<file path="config.mk">
export PLATFORM = sky130hd
export DESIGN_NAME = lgi_ram
export DESIGN_NICKNAME = d
export VERILOG_FILES = /design/src/design/lgi_ram.sv
export SDC_FILE = /design/constraint.sdc
export NUM_CORES = 1
export LEC_CHECK = 0
export BUFFER_PORTS_ARGS = -buffer_cell sky130_fd_sc_hd__buf_4
export CAP_MARGIN = 5
export CORE_UTILIZATION = 50
export CTS_CLUSTER_DIAMETER = 30
export DETAILED_ROUTE_END_ITERATION = 8
export PLACE_DENSITY = 0.72
export SLEW_MARGIN = 20
export SYNTH_ARGS = -nofsm -noshare
export SYNTH_HDL_FRONTEND = slang
export SYNTH_SLANG_ARGS = --single-unit
</file>
<file path="constraint.sdc">
create_clock -name i_clk -period 2.3 [get_ports i_clk]
set_clock_uncertainty 0.1 [all_clocks]
set_input_delay 0.46 -clock i_clk [delete_from_list [all_inputs] [get_ports i_clk]]
set_output_delay 0.46 -clock i_clk [all_outputs]
set_load 0.02 [all_outputs]
</file>
<file path="src/design/lgi_ram.sv">
// ----------------------------------------------------------------------------
// lgi_ram
// Simple dual port synchronous RAM: one write port, one read port with
// registered read data.
// ----------------------------------------------------------------------------
module lgi_ram #(
    parameter int WIDTH = 8,
    parameter int DEPTH = 16
) (
    input  logic                     i_clk,
    input  logic                     i_we,
    input  logic [$clog2(DEPTH)-1:0] i_waddr,
    input  logic [WIDTH-1:0]         i_wdata,
    input  logic [$clog2(DEPTH)-1:0] i_raddr,
    output logic [WIDTH-1:0]         o_rdata
);
    logic [WIDTH-1:0] r_mem [DEPTH];

    always_ff @(posedge i_clk) begin
        if (i_we) begin
            r_mem[i_waddr] <= i_wdata;
        end
        o_rdata <= r_mem[i_raddr];
    end
endmodule

</file>
==> impl_metrics.csv, run 1 <==
group,metric,value,unit
run_status,status,"finished clean",
logic_synthesis,synth_common_cells,"edfxtp_1, mux4_2, a22oi_1",
logic_synthesis,synth-seq-area-share,77.78,%
place,hpwl,5956,microns
logic_synthesis,synth_nets,247,
clocking,cts-root-buf,"clkbuf_8",
drt,finalWirelength,9600,microns
logic_synthesis,synth_area_per_cell,22.48,sq um
place,routabilityCongestion,0.7482,
power_and_ir_drop,power_switching,0.001181,W
power_and_ir_drop,p_leak,2.114,nW
logic_synthesis,synth-edff-count,128,
logic_synthesis,synth.most_common_cell,"edfxtp_1",
worst_setup_path,slowest_delay,340,ps
sta,fin_tns_setup,0,ps
worst_setup_path,r2r_cells,3,
power_and_ir_drop,pwr-share-comb,4.8,%
global_routing,grt-ovfl-total,0,
drt,drt_iter0_drc,175,
worst_setup_path,crit_path_cell_trace,"buf_4",
clocking,numCtsBuffers,17,
sta,relSlewSlack,63.00,%
logic_synthesis,synth_warnings,0,
worst_setup_path,crit_path_end,"o_rdata[1]",
global_routing,grt_use_total,20.53,%
logic_synthesis,ys.flop_type,"edfxtp_1",
logic_synthesis,synth_top_area_cell,"edfxtp_1",
floorplan,die_h,103.5,microns
place,numPortBuffers,25,
logic_synthesis,ys_ff_latch,136,
cells_and_area,drive_above_1_share,31.86,%
sta,hold_violations,0,
run,drv_cap,0,
floorplan,fp.coreArea,0.009864,sq mm
clocking,hold_buffers,0,
cells_and_area,syn2layout_area_growth,20.66,%
clocking,cts.sinks,136,
logic_synthesis,synthArstFlopShare,0,%
drt,antenna_left,0,
clocking,clk_latency,510,ps
worst_setup_path,cp.depth,1,
drt,num_vias,2402,
cells_and_area,finish.instance_area,0.006211,sq mm
worst_setup_path,path_max_fanout,1,
floorplan,start_util,52.18,%
clocking,cts_max_level,4,
sta,drv_slew,0,
power_and_ir_drop,internal_power,0.004776,W
global_routing,grt_pass1_wl,14420,microns
worst_setup_path,criticalPathCategory,"register to output pin",
clocking,post_cts_resized,0,
sta,tightest_slew,552.9,ps
worst_setup_path,required,1740,ps
worst_setup_path,crit_path_start_kind,"register",
worst_setup_path,r2r-end,"o_rdata[5]",
clocking,cts_tree,"built",
drt,drc,0,
logic_synthesis,ys_types,19,
sta,max_freq,644.0,MHz
sta,setup_violations,0,
global_routing,grt_max_degree,33,
clocking,cts_max_path_buffers,2,
worst_setup_path,startpoint,"o_rdata[1]",
cells_and_area,fin_util,62.96,%
logic_synthesis,synth_area,0.005147,sq mm
clocking,cts.clk_slew.worst_paths,60,ps
sta,fin_crit,1553,ps
floorplan,die_area,0.01071,sq mm
drt,first_pass_iters,4,
worst_setup_path,endpoint_kind,"output pin",
drt,via_per_inst,5.612,
floorplan,die_x,103.5,microns
power_and_ir_drop,p_per_area,959.1,mW/mm^2
cells_and_area,finalNetCount,300,
sta,finalCritPeriodShare,67.51,%
global_routing,antenna_found_initial,0,
worst_setup_path,arrival,990,ps
min_path,min_path_type,"primary input to register",
sta,finalHoldWorstSlack,160.0,ps
clocking,post_cts_buffers,0,
place,placed_area,0.005570,sq mm
power_and_ir_drop,vdd_ir_drop_max,0.0004349,V
sta,rsz0062_at_grt,"false",
floorplan,ios,26,
power_and_ir_drop,switching_share,19.82,%
power_and_ir_drop,seqPwrFrac,46.8,%
floorplan,row_count,36,
logic_synthesis,ys_top_cells_by_area,"edfxtp_1, mux4_2, mux4_1",
logic_synthesis,yosys.area.top_type_share,74.67,%
logic_synthesis,syn_inst,229,
power_and_ir_drop,clkPwrFrac,48.4,%
global_routing,grt_pass1_vias,2430,
drt,routedWlPerCell,22.43,microns
worst_setup_path,slowest_stage,"dfxtp_1",
worst_setup_path,crit_buf_inv,1,
cells_and_area,diodes,0,
worst_setup_path,regToRegStartpoint,"r_mem[6][5]",
worst_setup_path,r2r_slack,830,ps
worst_setup_path,cp_top_family,"flip-flops",
[metal layers]
| metal | global-route usage, % | routed length, microns | up-vias | share of wire [%] |
|---|---|---|---|---|
| li1 | - | - | 1077 | - |
| met1 | 27.14 | 3992 | 1238 | 42 |
| met2 | 32.81 | 4984 | 79 | 52 |
| met3 | 4.772 | 539 | 8 | 5.6 |
| met4 | 9.426 | 85 | 0 | 0.89 |
| met5 | 0 | 0 | - | 0 |
[worst min-delay path by stage]
| stage | from | endpoint | slack, ps | cells after the start |
|---|---|---|---|---|
| final | i_wdata[1] | r_mem[4][1] | 160 | 1 |
| after global routing | i_wdata[6] | r_mem[1][6] | 150 | 1 |
| after CTS | i_wdata[6] | r_mem[1][6] | 130 | 1 |
| after detailed placement | r_mem[15][7] | o_rdata[7] | 550 | 3 |
| after global placement | r_mem[11][5] | o_rdata[5] | 550 | 3 |
| after floorplan | i_wdata[0] | r_mem[0][0] | 460 | 0 |
[placed cells by master (no fill, tap or decap), types with 8 or more instances in the layout]
master | synthesis | layout
a22oi_1 | 16 | 16
dfxtp_1 | 8 | 8
edfxtp_1 | 128 | 128
mux4_1 | 14 | 14
nor2_1 | 13 | 13
mux4_2 | 18 | 18
nand2_1 | 9 | 9
buf_4 | 1 | 43
clkbuf_16 | 0 | 16
[kinds of logic after synthesis]
kind of cell / count (synthesis) / synth area share, %
AOI/OAI and AO/OA: 16 / 2.334
buffers and inverters: 10 / 1.677
DFF: 136 / 77.78
muxes: 32 / 15.02
and+or+nand+nor: 35 / 3.184
[cell type report]
cell class              instances  area, sq um
clock buffers                  18        417.9
clock inverters                14        222.7
fillers                       652         3654
multi-input cells              83         1057
flip-flops and latches        136         4004
well taps                     133        166.4
repair buffers                 44        342.8
[through the flow]
step | instances | total power [W] | setup slack, ps
final | 428 | 0.005957 | 747.2
after global routing | 428 | 0.006141 | 703.2
after CTS | 428 | 0.006004 | 713.0
after detailed placement | 396 | 0.003125 | 266.6
after global placement | 396 | 0.003115 | 293.0
after floorplan | 229 | 0.002995 | 247.1
[flip-flops by register name, indices dropped and copies added, names as in the netlist]
name	cells
o_rdata	8
r_mem	128
[power by group through the flow]
stage               registers, W  logic [W]  clock network (W)
detailed placement       0.00284   0.000286                  0
global route             0.00279   0.000309            0.00304
global placement         0.00284   0.000280                  0
finish                   0.00279   0.000285            0.00289
floorplan                0.00285   0.000141                  0
CTS                      0.00279   0.000289            0.00293
Power figures use the tool's default switching activity.
==> inputs of run 2 (changes only) <==
--- a/config.mk
+++ b/config.mk
@@ -10,7 +10,7 @@
 export CORE_UTILIZATION = 50
 export CTS_CLUSTER_DIAMETER = 30
 export DETAILED_ROUTE_END_ITERATION = 8
-export PLACE_DENSITY = 0.72
+export PLACE_DENSITY = 0.75
 export SLEW_MARGIN = 20
 export SYNTH_ARGS = -nofsm -noshare
 export SYNTH_HDL_FRONTEND = slang
==> constraint.sdc (replaced) <==
create_clock -name i_clk -period 1.4 [get_ports i_clk]
set_clock_uncertainty 0.1 [all_clocks]
set_input_delay 0.28 -clock i_clk [delete_from_list [all_inputs] [get_ports i_clk]]
set_output_delay 0.28 -clock i_clk [all_outputs]
set_load 0.02 [all_outputs]
==> run 2 against run 1 <==
- the flow now finishes with violations (negative setup slack)
- combinational power is 110% higher
- clock-buffer cell count unchanged
- sequential power increased by 64%
- final area rose by 6.2%
- sequential share of layout area fell by 3.8 points
- die area stayed put
- first-iteration DRC count is 5.1% higher
- via count is 8.3% higher
- critical path type is now register to register
- critical endpoint is now o_rdata[6]
- largest cell class unchanged
==> impl_metrics.csv, run 2 (synthesis gave the netlist of run 1 again) <==
group,metric,value,unit
run_status,status,"complete, but fails checks",
run_status,violations,"negative setup slack",
cells_and_area,finalNetCount,329,
cells_and_area,drive_above_1_share,44.44,%
worst_setup_path,endpoint_kind,"register",
place,numPortBuffers,25,
worst_setup_path,crit_path_start_kind,"register",
cells_and_area,top_register,"r_mem",
clocking,cts_tree,"built",
clocking,cts.sinks,136,
sta,hold_violations,0,
power_and_ir_drop,p_leak,2.248,nW
power_and_ir_drop,vdd_ir_drop_max,0.0007882,V
sta,fin_tns_setup,-7.704,ps
floorplan,start_util,52.18,%
sta,setup_ws,-7.704,ps
power_and_ir_drop,power_switching,0.002010,W
drt,num_vias,2602,
clocking,cts.clk_slew.worst_paths,60,ps
worst_setup_path,r2r-end,"o_rdata[6]",
global_routing,use_met2,35.51,%
floorplan,die_x,103.5,microns
global_routing,grt_use_total,21.53,%
clocking,post_cts_buffers,0,
worst_setup_path,required,1700,ps
global_routing,grt-busiest-layer,"met2",
floorplan,die_h,103.5,microns
floorplan,row_count,36,
global_routing,grt_pass1_vias,2688,
global_routing,grt_max_degree,17,
floorplan,die_area,0.01071,sq mm
clocking,cts_max_path_buffers,2,
min_path,min_path_type,"primary input to register",
sta,relSlewSlack,30.07,%
min_path,hold_path_depth,4,
global_routing,antenna_found_initial,0,
power_and_ir_drop,switching_share,20.22,%
min_path,min_from,"i_raddr[2]",
sta,setup_violations,1,
floorplan,ios,26,
global_routing,gr-usage-met3,5.376,%
clocking,clk_latency,520,ps
cells_and_area,largest_register_ff_count,128,
global_routing,grt-ovfl-total,0,
worst_setup_path,r2r_cells,3,
drt,routedWlPerCell,23.02,microns
run,drv_cap,0,
drt,via_per_inst,5.694,
clocking,cts_max_level,4,
sta,finalCritPeriodShare,100.6,%
worst_setup_path,r2r_slack,-8,ps
power_and_ir_drop,internal_power,0.007932,W
drt,first_pass_iters,4,
global_routing,use_met1,27.68,%
place,dp.cells,417,
sta,max_freq,710.4,MHz
cells_and_area,finish.instance_area,0.006599,sq mm
cells_and_area,mostFrequentLayoutCell,"edfxtp_1",
clocking,cts-root-buf,"clkbuf_8",
worst_setup_path,criticalPathCategory,"register to register",
worst_setup_path,path_max_fanout,1,
drt,drt_iter0_drc,184,
cells_and_area,fillers,628,
worst_setup_path,regToRegStartpoint,"r_mem[11][6]",
sta,drv_slew,0,
power_and_ir_drop,pwr-share-comb,6.0,%
sta,fin_crit,1408,ps
place,dp_worst_setup_slack,-375.5,ps
min_path,min_to,"o_rdata[7]",
sta,tightest_slew,1045,ps
global_routing,grt_pass1_wl,15370,microns
cells_and_area,final_cells,457,
drt,drc,0,
drt,finalWirelength,10520,microns
cells_and_area,diodes,0,
cells_and_area,reg.largest.list,"r_mem (128), o_rdata (8)",
power_and_ir_drop,p_per_area,1507,mW/mm^2
floorplan,fp.coreArea,0.009864,sq mm
cells_and_area,final_cell_mix,"edfxtp_1, buf_4, mux4_2",
clocking,numCtsBuffers,17,
drt,antenna_left,0,
worst_setup_path,arrival,1700,ps
place,routabilityCongestion,0.7283,
cells_and_area,syn2layout_area_growth,28.20,%
sta,rsz0062_at_grt,"true",
place,placed_area,0.005843,sq mm
power_and_ir_drop,seqPwrFrac,46.1,%
power_and_ir_drop,clkPwrFrac,47.9,%
place,hpwl,6601,microns
==> run 2: cell count changes in the layout (fill, tap and decap cells not counted), sizes merged <==
| cell | change |
|---|---|
| buf | +21 |
| dlygate4sd3 | +8 |
| clkinvlp | -2 |
| inv | +2 |
==> run 2: critical path, stage by stage (launching register included) <==
cell and delay (ps):
edfxtp_1 360, mux4_2 490, a22oi_1 250, nand2_1 100
==> run 2: metrics by stage <==
| stage | power, W | hold slack [ps] | util [%] |
|---|---|---|---|
| final | 0.009942 | 169.2 | 66.90 |
| after global routing | 0.01018 | 178.5 | 66.90 |
| after CTS | 0.009965 | 143.5 | 66.64 |
| after detailed placement | 0.005220 | 485.4 | 59.23 |
| after global placement | 0.005204 | 474.4 | 59.23 |
| after floorplan | 0.004950 | 278.9 | - |
==> run 2: worst max path at each step <==
stage	start	end	cells after the start
floorplan	i_waddr[2]	r_mem[0][0]	2
global placement	i_raddr[0]	o_rdata[5]	5
detailed placement	i_raddr[0]	o_rdata[5]	5
CTS	r_mem[11][1]	o_rdata[1]	3
global route	r_mem[11][1]	o_rdata[1]	3
finish	r_mem[11][6]	o_rdata[6]	3
==> run 2: power groups by stage <==
stage          sequential (W)  combinational [W]  clock, W
4_1_cts               0.00458           0.000589   0.00479
3_3_place_gp          0.00466           0.000543         0
6_report              0.00458           0.000596   0.00476
2_1_floorplan         0.00469           0.000259         0
5_1_grt               0.00459           0.000638   0.00496
3_5_place_dp          0.00467           0.000555         0
==> run 2: what timing repair did <==
item,CTS,global route
hold endpoints to repair,128,0
hold buffers,8,0
resized for setup,5,5
pin swaps,1,1
cloned,0,0
endpoints found under the setup margin,5,6
==> run 2: cell type report <==
cell class	count	area (sq um)	area share, %
clock buffers	18	417.9	6.333
well taps	133	166.4	2.522
multi-input cells	83	1096	16.61
clock inverters	14	220.2	3.337
flip-flops and latches	136	4005	60.69
repair buffers	73	693.2	10.50
==> run 2: routing by layer <==
metal,share of wire (%),up-vias
met2,52,91
met4,1.4,0
met5,0,-
met3,5.3,10
met1,42,1373
li1,-,1128
